File: config.mk
export PLATFORM = sky130hd
export DESIGN_NAME = horizontal_pixel_downscaler_top
export DESIGN_NICKNAME = d
export VERILOG_FILES = /design/src/rtl/hpd_pkg.sv /design/src/rtl/hpd_ctrl.sv /design/src/rtl/hpd_datapath.sv /design/src/rtl/horizontal_pixel_downscaler_top.sv
export SDC_FILE = /design/constraint.sdc
export NUM_CORES = 1
export LEC_CHECK = 0
export BUFFER_PORTS_ARGS = -buffer_cell sky130_fd_sc_hd__buf_4
export CORE_ASPECT_RATIO = 0.9
export CORE_MARGIN = 1
export CORE_UTILIZATION = 60
export DETAILED_ROUTE_END_ITERATION = 8
export GPL_ROUTABILITY_DRIVEN = 0
export GPL_TIMING_DRIVEN = 0
export HOLD_SLACK_MARGIN = 0.06
export PLACE_DENSITY = 0.75
export SETUP_SLACK_MARGIN = 0.05
export SLEW_MARGIN = 20
export SYNTH_ARGS = -nofsm -noshare
export SYNTH_HDL_FRONTEND = slang
export SYNTH_SLANG_ARGS = --single-unit
File: constraint.sdc
create_clock -name clock -period 7.23 [get_ports clock]
set_input_delay 1.446 -clock clock [delete_from_list [all_inputs] [get_ports clock]]
set_output_delay 1.446 -clock clock [all_outputs]
set_load 0.02 [all_outputs]
File: src/rtl/hpd_pkg.sv
`default_nettype none

package hpd_pkg;

   localparam int PHASE_DENOM = 12;
   localparam int PIXEL_W     = 8;
   localparam int STEP_W      = 4;
   localparam int PHASE_W     = 4;
   localparam int SUM_W       = PHASE_W + 1;
   localparam int LEAD_W      = 2;
   localparam int PROD_W      = PIXEL_W + STEP_W;
   localparam int RECIP_SHIFT = 16;
   localparam int RECIP_W     = RECIP_SHIFT + 1;
   localparam int QPROD_W     = PROD_W + RECIP_W;

   localparam logic [STEP_W-1:0]  MAX_STEP      = STEP_W'(PHASE_DENOM - 1);
   localparam logic [STEP_W-1:0]  RESET_STEP    = STEP_W'(11);
   localparam logic [SUM_W-1:0]   DENOM_SUM     = SUM_W'(PHASE_DENOM);
   localparam logic [LEAD_W-1:0]  LEAD_PASS     = LEAD_W'(2);
   localparam logic [LEAD_W-1:0]  LEAD_STEADY   = LEAD_W'(3);

   typedef enum logic [1:0] {
      ST_IDLE,
      ST_MULT,
      ST_SCALE,
      ST_SEND
   } state_type;

   typedef struct packed {
      logic accept;
      logic multiply;
      logic scale;
      logic load_out;
   } cmd_type;

   typedef struct packed {
      logic emit;
      logic out_free;
   } status_type;

   // ceil(2^16 / d); exact quotient for products below 2^12 and d up to 12
   function automatic logic [RECIP_W-1:0] recip(input logic [STEP_W-1:0] d);
      logic [RECIP_W-1:0] r;
      case (d)
         4'd1:    r = 17'd65536;
         4'd2:    r = 17'd32768;
         4'd3:    r = 17'd21846;
         4'd4:    r = 17'd16384;
         4'd5:    r = 17'd13108;
         4'd6:    r = 17'd10923;
         4'd7:    r = 17'd9363;
         4'd8:    r = 17'd8192;
         4'd9:    r = 17'd7282;
         4'd10:   r = 17'd6554;
         4'd11:   r = 17'd5958;
         4'd12:   r = 17'd5462;
         default: r = '0;
      endcase
      return r;
   endfunction

endpackage

`default_nettype wire

File: src/rtl/hpd_ctrl.sv
`default_nettype none

module hpd_ctrl
   import hpd_pkg::*;
(
   input  wire logic       clock,
   input  wire logic       reset,
   input  wire logic       req_valid,
   input  wire status_type status,
   output logic            req_stall,
   output cmd_type         cmd
);

   state_type state_ff, state_in;

   always_ff @(posedge clock) begin
      if (reset) begin
         state_ff <= ST_IDLE;
      end else begin
         state_ff <= state_in;
      end
   end

   always_comb begin
      state_in = state_ff;
      case (state_ff)
         ST_IDLE: begin
            if (req_valid && status.emit) state_in = ST_MULT;
         end
         ST_MULT:  state_in = ST_SCALE;
         ST_SCALE: state_in = ST_SEND;
         ST_SEND: begin
            if (status.out_free) state_in = ST_IDLE;
         end
         default:  state_in = ST_IDLE;
      endcase
   end

   always_comb begin
      req_stall    = 1'b1;
      cmd          = '0;
      case (state_ff)
         ST_IDLE: begin
            req_stall  = 1'b0;
            cmd.accept = req_valid;
         end
         ST_MULT:  cmd.multiply = 1'b1;
         ST_SCALE: cmd.scale    = 1'b1;
         ST_SEND:  cmd.load_out = status.out_free;
         default:  req_stall    = 1'b1;
      endcase
   end

endmodule

`default_nettype wire

File: src/rtl/hpd_datapath.sv
`default_nettype none

module hpd_datapath
   import hpd_pkg::*;
(
   input  wire logic               clock,
   input  wire logic               reset,
   input  wire cmd_type            cmd,
   input  wire logic [PIXEL_W-1:0] req_pixel_in,
   input  wire logic               req_last_in_line,
   input  wire logic               csr_write_enable,
   input  wire logic [STEP_W-1:0]  csr_write_data,
   input  wire logic               rsp_stall,
   output status_type              status,
   output logic                    rsp_valid,
   output logic [PIXEL_W-1:0]      rsp_pixel_out,
   output logic                    rsp_from_last_input
);

   logic [STEP_W-1:0]  scale_step_ff;
   logic [LEAD_W-1:0]  lead_ff;
   logic [PHASE_W-1:0] phase_ff;
   logic [PIXEL_W-1:0] prev_ff;

   logic [PIXEL_W-1:0] cur_ff;
   logic               down_ff;
   logic [PIXEL_W-1:0] diff_ff;
   logic [STEP_W-1:0]  rem_ff;
   logic [STEP_W-1:0]  div_ff;
   logic               last_ff;
   logic [PROD_W-1:0]  prod_ff;
   logic [RECIP_W-1:0] recip_ff;
   logic [PIXEL_W-1:0] mag_ff;

   logic               valid_ff;
   logic [PIXEL_W-1:0] pixel_out_ff;
   logic               from_last_ff;

   logic [STEP_W-1:0]  step_eff;
   logic [STEP_W-1:0]  inc;
   logic [SUM_W-1:0]   sum;
   logic [SUM_W-1:0]   sum_wrap;
   logic               wrap;
   logic               emit;
   logic [PHASE_W-1:0] phase_in;
   logic [LEAD_W-1:0]  lead_in;
   logic [STEP_W-1:0]  rem_in;
   logic [QPROD_W-1:0] qprod;

   always_comb begin
      step_eff = (scale_step_ff > MAX_STEP) ? MAX_STEP : scale_step_ff;
      inc      = step_eff + STEP_W'(1);
      sum      = SUM_W'(phase_ff) + SUM_W'(inc);
      wrap     = (sum >= DENOM_SUM);
      sum_wrap = sum - DENOM_SUM;
      emit     = 1'b0;
      lead_in  = lead_ff;
      phase_in = phase_ff;
      rem_in   = '0;
      if (lead_ff < LEAD_PASS) begin
         lead_in = lead_ff + LEAD_W'(1);
      end else if (lead_ff == LEAD_PASS) begin
         lead_in = LEAD_STEADY;
         emit    = 1'b1;
      end else if (wrap) begin
         emit     = 1'b1;
         phase_in = sum_wrap[PHASE_W-1:0];
         rem_in   = sum_wrap[STEP_W-1:0];
      end else begin
         phase_in = sum[PHASE_W-1:0];
      end
   end

   assign qprod = QPROD_W'(prod_ff) * QPROD_W'(recip_ff);

   always_ff @(posedge clock) begin
      if (reset) begin
         scale_step_ff <= RESET_STEP;
      end else if (csr_write_enable) begin
         scale_step_ff <= csr_write_data;
      end
   end

   always_ff @(posedge clock) begin
      if (reset) begin
         lead_ff  <= '0;
         phase_ff <= '0;
         prev_ff  <= '0;
      end else if (cmd.accept) begin
         if (req_last_in_line) begin
            lead_ff  <= '0;
            phase_ff <= '0;
            prev_ff  <= '0;
         end else begin
            lead_ff  <= lead_in;
            phase_ff <= phase_in;
            if (emit) prev_ff <= req_pixel_in;
         end
      end
   end

   always_ff @(posedge clock) begin
      if (cmd.accept && emit) begin
         cur_ff  <= req_pixel_in;
         down_ff <= (prev_ff < req_pixel_in);
         diff_ff <= (prev_ff < req_pixel_in) ? (req_pixel_in - prev_ff)
                                             : (prev_ff - req_pixel_in);
         rem_ff  <= rem_in;
         div_ff  <= inc;
         last_ff <= req_last_in_line;
      end
      if (cmd.multiply) begin
         prod_ff  <= PROD_W'(diff_ff) * PROD_W'(rem_ff);
         recip_ff <= recip(div_ff);
      end
      if (cmd.scale) begin
         mag_ff <= qprod[RECIP_SHIFT +: PIXEL_W];
      end
      if (cmd.load_out) begin
         pixel_out_ff <= down_ff ? (cur_ff - mag_ff) : (cur_ff + mag_ff);
         from_last_ff <= last_ff;
      end
   end

   always_ff @(posedge clock) begin
      if (reset) begin
         valid_ff <= 1'b0;
      end else if (cmd.load_out) begin
         valid_ff <= 1'b1;
      end else if (!rsp_stall) begin
         valid_ff <= 1'b0;
      end
   end

   assign status.emit         = emit;
   assign status.out_free     = !valid_ff || !rsp_stall;
   assign rsp_valid           = valid_ff;
   assign rsp_pixel_out       = pixel_out_ff;
   assign rsp_from_last_input = from_last_ff;

endmodule

`default_nettype wire

File: src/rtl/horizontal_pixel_downscaler_top.sv
// channel  | direction | handshake          | payload
// req      | in        | req_valid/stall    | pixel_in, last_in_line
// rsp      | out       | rsp_valid/stall    | pixel_out, from_last_input
// csr      | in        | csr_write_enable   | write_data (scale_step)
//
// A pixel that yields no output is taken without a stall and the next can follow at once.
// A pixel that yields an output holds req_stall through the multiply,
// reciprocal scale and output load states, so no new pixel is taken until it is loaded.
// rsp_stall holds the output register and the controller waits in its load state.
// Synchronous reset clears line state, the output valid and sets scale_step to 11.
`default_nettype none

module horizontal_pixel_downscaler_top
   import hpd_pkg::*;
(
   input  wire logic               clock,
   input  wire logic               reset,
   input  wire logic               req_valid,
   output logic                    req_stall,
   input  wire logic [PIXEL_W-1:0] req_pixel_in,
   input  wire logic               req_last_in_line,
   output logic                    rsp_valid,
   input  wire logic               rsp_stall,
   output logic [PIXEL_W-1:0]      rsp_pixel_out,
   output logic                    rsp_from_last_input,
   input  wire logic               csr_write_enable,
   input  wire logic [STEP_W-1:0]  csr_write_data
);

   cmd_type    cmd;
   status_type status;

   hpd_ctrl u_ctrl (
      .clock     (clock),
      .reset     (reset),
      .req_valid (req_valid),
      .status    (status),
      .req_stall (req_stall),
      .cmd       (cmd)
   );

   hpd_datapath u_datapath (
      .clock               (clock),
      .reset               (reset),
      .cmd                 (cmd),
      .req_pixel_in        (req_pixel_in),
      .req_last_in_line    (req_last_in_line),
      .csr_write_enable    (csr_write_enable),
      .csr_write_data      (csr_write_data),
      .rsp_stall           (rsp_stall),
      .status              (status),
      .rsp_valid           (rsp_valid),
      .rsp_pixel_out       (rsp_pixel_out),
      .rsp_from_last_input (rsp_from_last_input)
   );

endmodule

`default_nettype wire

### After elaboration in Yosys (flattened, before gate mapping)

Memories as Yosys holds them, arrays and structs flattened. A register that Yosys moved wholly into a read port is not among the register bits.
Cells that the tools add are included.

* flip-flop bits (word level): 76
* latch bits: 0
* memory bits (writable): 0
* ROM bits: 272
* input bits: 18
* output and inout bits: 11
* memories: 1

Memories
* (no name shown): depth 16, bits a word 17, read ports 1, clocked after memory_dff 1, write ports 0, RTL line hpd_pkg.sv:44 `case (d)`

* add/subtract/negate cells: 8
* multipliers: 2
* div/mod/pow operators: 0
* $lt $le $gt $ge: 4
* eq/ne operators: 9
* shift-type cells: 0
* muxes and demuxes: 25
* bitwise logic cells: 1
* reduce and logical (&&, ||, !) cells: 13

Operators by type and width (number)
* 2-to-1 mux 8 bit: 4
* multiplier 12 x 17 -> 24 bit: 1
* subtractor 8 bit: 3
* 2-to-1 mux 4 bit: 5
* multiplier 8 x 4 -> 12 bit: 1
* 2-to-1 mux 1 bit: 10
* 2-to-1 mux 2 bit: 5
* adder 8 bit: 1
* < comparator 8 bit: 1
* one-hot mux 2 bit (4 select lines): 1
* == test 2 bit (second input constant): 3
* inequality test 2 x 1 -> 1 bit (second input constant): 3
* AND reduction 2 bit: 3
* adder 4 x 4 -> 5 bit: 1
* greater-or-equal comparator 5 x 4 -> 1 bit (second input constant): 1
* adder 4 x 1 -> 4 bit (second input constant): 1
* > comparator 4 bit (second input constant): 1
* inequality test 2 bit (second input constant): 2
* subtractor 4 bit (second input constant): 1
* AND reduction 3 bit: 1
* nonzero test 3 bit: 1
* OR reduction 3 bit: 1
* adder 2 x 1 -> 2 bit (second input constant): 1
* == test 2 x 1 -> 1 bit (second input constant): 1
* 7 further kinds: 9

### Logic depth before layout (Yosys ltp)

* depth after elaboration: 11
* mapped depth: 20
* mapped depth without buffers: 19

### By module

From an unflattened synthesis, not the netlist that was laid out.

* cell total of the unflattened synthesis: 1133
* area, all modules: 10857.9 um^2

Modules (own cells, without submodules)
* hpd_datapath: instances 1, cells each 1112, area each 10670.2 um^2, seq. area each 2542.4 um^2
* hpd_ctrl: instances 1, cells each 21, area each 187.7 um^2, seq. area each 40.0 um^2

### Least setup slack after synthesis

No wires, ideal clock.

* kind: register -> register
* start point: register u_datapath.prod_ff[5]
* end point: register u_datapath.mag_ff[7] (data pin)
* library setup time: 0.260 ns
* data arrival time: 5.110 ns
* required time: 6.970 ns
* setup slack: 1.860 ns
* stages on the path, launching flop included: 20
* path buffers: 2
* clock period less this slack: 5.370 ns
* cells stage by stage: edfxtp_1 clkbuf_1 clkbuf_1 nand2_1 fa_1 fa_1 inv_1 fa_1 fa_1 inv_1 fa_1 inv_1 ha_1 o21a_1 o211ai_1 o21ai_0 a211oi_2 o211ai_1 a31oi_1 xnor2_1

* longest elaborated chain between the ends: 1

Ends and longest elaborated chain
* start: declaration: RTL line hpd_datapath.sv:31 `logic [PROD_W-1:0] prod_ff;`
* start signal: assignment: RTL line hpd_datapath.sv:113 `prod_ff <= PROD_W'(diff_ff) * PROD_W'(rem_ff);`
* multiplier 12 x 17 -> 24 bit: RTL line hpd_datapath.sv:74 `assign qprod = QPROD_W'(prod_ff) * QPROD_W'(recip_ff);`
* named net u_datapath.qprod[23]: RTL line hpd_datapath.sv:48 `logic [QPROD_W-1:0] qprod;`
* end signal: assignment: RTL line hpd_datapath.sv:117 `mag_ff <= qprod[RECIP_SHIFT +: PIXEL_W];`
* end: declaration: RTL line hpd_datapath.sv:33 `logic [PIXEL_W-1:0] mag_ff;`

The timed path passes the listed nets, and every way through them passes these cells.
A chain may end at the register's enable or synchronous reset.

### Worst setup path after layout

Same ends and word-level chain as after synthesis.

==> results.md <==
- Reg2Reg Setup Slack: 0.74 ns
- Area of the placeable core: 0.01778 mm^2
- Req. time, crit path: 7.32 ns
- Post-CTS Setup Repair Bufs: 0
- Worst hold path startpoint: u_datapath.last_ff$_DFFE_PP_
- Final core area utilization: 66.29%
- # H-tree levels: 3
- Startpoint of the most critical register-to-register path: u_datapath.prod_ff[5]$_DFFE_PN_
- Share of the synthesized area in compound gates (AO/OA/AOI/OAI): 8.217%
- Cell row count: 46
- Instance count of the mapped netlist: around 1100
- Routed length per placed instance: 15.49 um
- Post-layout net count: 1459
- Cell types occupying the most area after synthesis: fa_1, edfxtp_1, ha_1, inv_1, nand2_1
- Die Wd: 144.6 um
- Post-detailed-route DRC marker count: 0
- Crit path time final: 6.487 ns
- Top cell type by total area after synthesis: fa_1
- Cell depth of the worst min-delay path: 0
- TritonCTS clock tree: done
- Final antenna-violating net count: 0
- Dominant combinational cell family by area after synthesis: adder cells
- Post-synthesis net count: between 1000 and 1500
- Fraction of synthesized cell area in xor and xnor cells: 3.590%
- Estimated wirelength of the detail-placed design: 17.97 mm
- Number of hold violations in the final report: 0
- Worst slew margin relative to its limit: between 30% and 40%
- Share of post-route cells with drive strength above 1: 5.365%
- Share of the cycle needed by the critical path after routing: 89.73%
- Main synth FF type: edfxtp_1
- Clock root buffer: clkbuf_16
- Critical path data arrival time: about 6.6 ns
- Die area: 0.01884 mm^2
- Total standard cell area after synthesis: 0.01098 mm^2
- Simple-gate area share of the yosys netlist: 13.70%
- Global-route total usage across every layer: a little over a quarter
- Vias after detailed routing: 7650
- Wire length of the first global-routing pass: 37.47 mm
- Number of standard cells in the final layout excluding fillers: 1433
- CTS sink cnt: a little over 90
- Port Buf Inserts: 28
- Total gr overflow: 0
- Setup total negative slack: 0 ns
- Initial drt markers: roughly 420
- Worst hold path type: flip-flop to flip-flop
- Hold-fix buffer count after cts: 0
- Number of warnings reported in the yosys synthesis log: 0
- Detailed-router iteration count before antenna repair: 4
- Maximum clock frequency: between 150 and 200 MHz
- Setup repair after global routing missed its margin: no
- PnR worst setup slack: 0.7428 ns
- Average instance area after synthesis: around 9.6 um^2
- Clock latency reported for the late side of the worst-skew pair: 0.36 ns
- Synth Area in Adders: between 30% and 40%
- Maximum number of pins on one net before global-route repair: 30
- Share of the synthesized area in the top cell type: 28.63%
- Final Slew Violations: 0
- Met2 wire len: between 10 and 15 mm
- Post-Place Cells: 1417
- Actual transition at the worst max-transition pin: between 0.9 and 1 ns
- Setup-failing EPs final: 0
- WL met1: 10.16 mm
- Met3 wire length: 1.494 mm
- DR vias/cell: ~5.3
- Number of diodes: 0
- Synth async-reset ratio: 0%
- Multiplexer area fraction after synthesis: 1.220%
- Worst setup skew after layout: 0.009909 ns
- Die extent in y: 130.3 um
- Count of state elements after synthesis: 93
- Top Layer Used: met4
- Aggregate routed wire length: 22.20 mm
- Yosys cell types: 54
- Clock-pin transition on the worst setup and hold timing paths: 0.07 ns
- Io pins: 29
- Sink of the worst hold path: u_datapath.rsp_from_last_input$_DFFE_PP_
- Worst Setup End Kind: flip-flop
- Initial antenna violation count: 0
- Number of synthesized flops with an enable pin: 72
- Outcome: finished, final reports clean
- Clock buffer depth: 2
- Seq/Total Area, Yosys: 23.52%
- Cells resized by post-CTS repair: 0
- Worst Path Max Fanout: 10
- Starting Density: about 60%
- Area growth from synthesis to final layout: 7.385%
- Kind of critical path: flip-flop to flip-flop
- Worst-case setup slack after placement: 0.8612 ns
- Number of clock buffers inserted by TritonCTS: 9
- Via count of the first global-routing pass: 7848
- Reg-to-reg critical path endpoint: u_datapath.mag_ff[7]$_DFFE_PP_
- Number of violations of the max-capacitance limit: 0
- Worst Reg-to-Reg Cells: 19
- Crit start category: flip-flop
## final cells by class
type	instances	area, um^2
Multi-Input combinational cell	760	7288
Fill cell	1446	5996
Sequential cell	93	2582
Inverter	252	945.9
Tap cell	240	300.3
Clock buffer	9	225.2
Timing Repair Buffer	29	217.7
Buffer	43	171.4
Clock inverter	7	57.56
## worst max-delay path: stages (launching register included)
cell      delay [ns]
edfxtp_1        0.32
clkbuf_1        0.35
clkbuf_1        0.49
nand2_1         0.16
fa_1            0.56
fa_1            0.53
inv_1           0.05
fa_1            0.49
fa_1            0.56
inv_1           0.06
fa_1            0.53
inv_1           0.04
ha_1            0.28
o21a_1          0.20
o211ai_1        0.42
o21ai_0         0.19
a211oi_2        0.46
o211ai_1        0.19
a31oi_1         0.26
xnor2_1         0.08
## per-stage QoR
stage | area (um^2) | hold WS [ns]
floorplan | 10980 | 0.4003
global placement | 11490 | 0.4143
detailed placement | 11510 | 0.4152
CTS | 11790 | 0.4326
global route | 11790 | 0.4411
finish | 11790 | 0.4273
## worst max-delay path by stage
stage / start / to / depth (start not counted)
5_1_grt: u_datapath.prod_ff[4]$_DFFE_PN_ / u_datapath.mag_ff[7]$_DFFE_PP_ / 19
4_1_cts: u_datapath.prod_ff[5]$_DFFE_PN_ / u_datapath.mag_ff[7]$_DFFE_PP_ / 19
2_1_floorplan: u_datapath.prod_ff[5]$_DFFE_PN_ / u_datapath.mag_ff[7]$_DFFE_PP_ / 19
3_3_place_gp: u_datapath.prod_ff[5]$_DFFE_PN_ / u_datapath.mag_ff[7]$_DFFE_PP_ / 19
3_5_place_dp: u_datapath.prod_ff[5]$_DFFE_PN_ / u_datapath.mag_ff[7]$_DFFE_PP_ / 19
6_report: u_datapath.prod_ff[5]$_DFFE_PN_ / u_datapath.mag_ff[7]$_DFFE_PP_ / 19
## layout by cell type, fill, tap and decap left out, types with 5 or more instances in the layout
cell type	Yosys	routed
inv_1	252	252
nand2_1	169	169
fa_1	157	157
ha_1	96	95
and2_1	73	73
edfxtp_1	72	72
clkbuf_1	40	40
xnor2_1	35	35
a21oi_1	31	31
nor2_1	31	30
buf_4	0	29
dfxtp_1	21	21
o21ai_0	18	18
a21o_1	14	14
a22o_1	11	11
xor2_1	10	10
a31oi_1	10	10
mux2i_1	10	10
nor2b_1	9	9
o21a_1	9	9
nor3_1	9	9
clkbuf_16	0	9
nand3_1	6	6
nand2b_1	5	5
o211ai_1	5	5
a211oi_1	5	5
## synthesized netlist by cell type, types with 9 or more instances
master,number
nor2_1,31
clkbuf_1,40
xor2_1,10
a21oi_1,31
nor3_1,9
o21a_1,9
a31oi_1,10
mux2i_1,10
fa_1,157
nand2_1,169
dfxtp_1,21
edfxtp_1,72
and2_1,73
o21ai_0,18
inv_1,252
a22o_1,11
a21o_1,14
xnor2_1,35
ha_1,96
nor2b_1,9
## cells by family after synthesis
kind of cell,after synthesis
adder cells (fa/ha/maj),253
AO/OA/AOI/OAI,131
AND/OR/NAND/NOR,318
XOR/XNOR,45
flip-flops,93
buffers and inverters,295
multiplexers,13
## registers in the layout (all words and copies together), names as in the netlist
name	cells
u_datapath.recip_ff	17
u_datapath.prod_ff	12
u_datapath.cur_ff	8
u_datapath.diff_ff	8
u_datapath.mag_ff	8
u_datapath.prev_ff	8
u_datapath.rsp_pixel_out	8
u_datapath.div_ff	4
u_datapath.phase_ff	4
u_datapath.rem_ff	4
u_datapath.scale_step_ff	4
u_ctrl.state_ff	2
u_datapath.lead_ff	2
u_datapath.down_ff	1
u_datapath.last_ff	1
u_datapath.rsp_from_last_input	1
u_datapath.rsp_valid	1
## per-layer routing
metal	track usage [%]	vias to the layer above
li1	-	3658
met1	35.31	3751
met4	5.882	0
met5	0	-
met3	6.532	29
met2	42.42	212
Power is not shown: default switching activity piles up to over one toggle a cycle in this logic, so the estimate is an artifact.
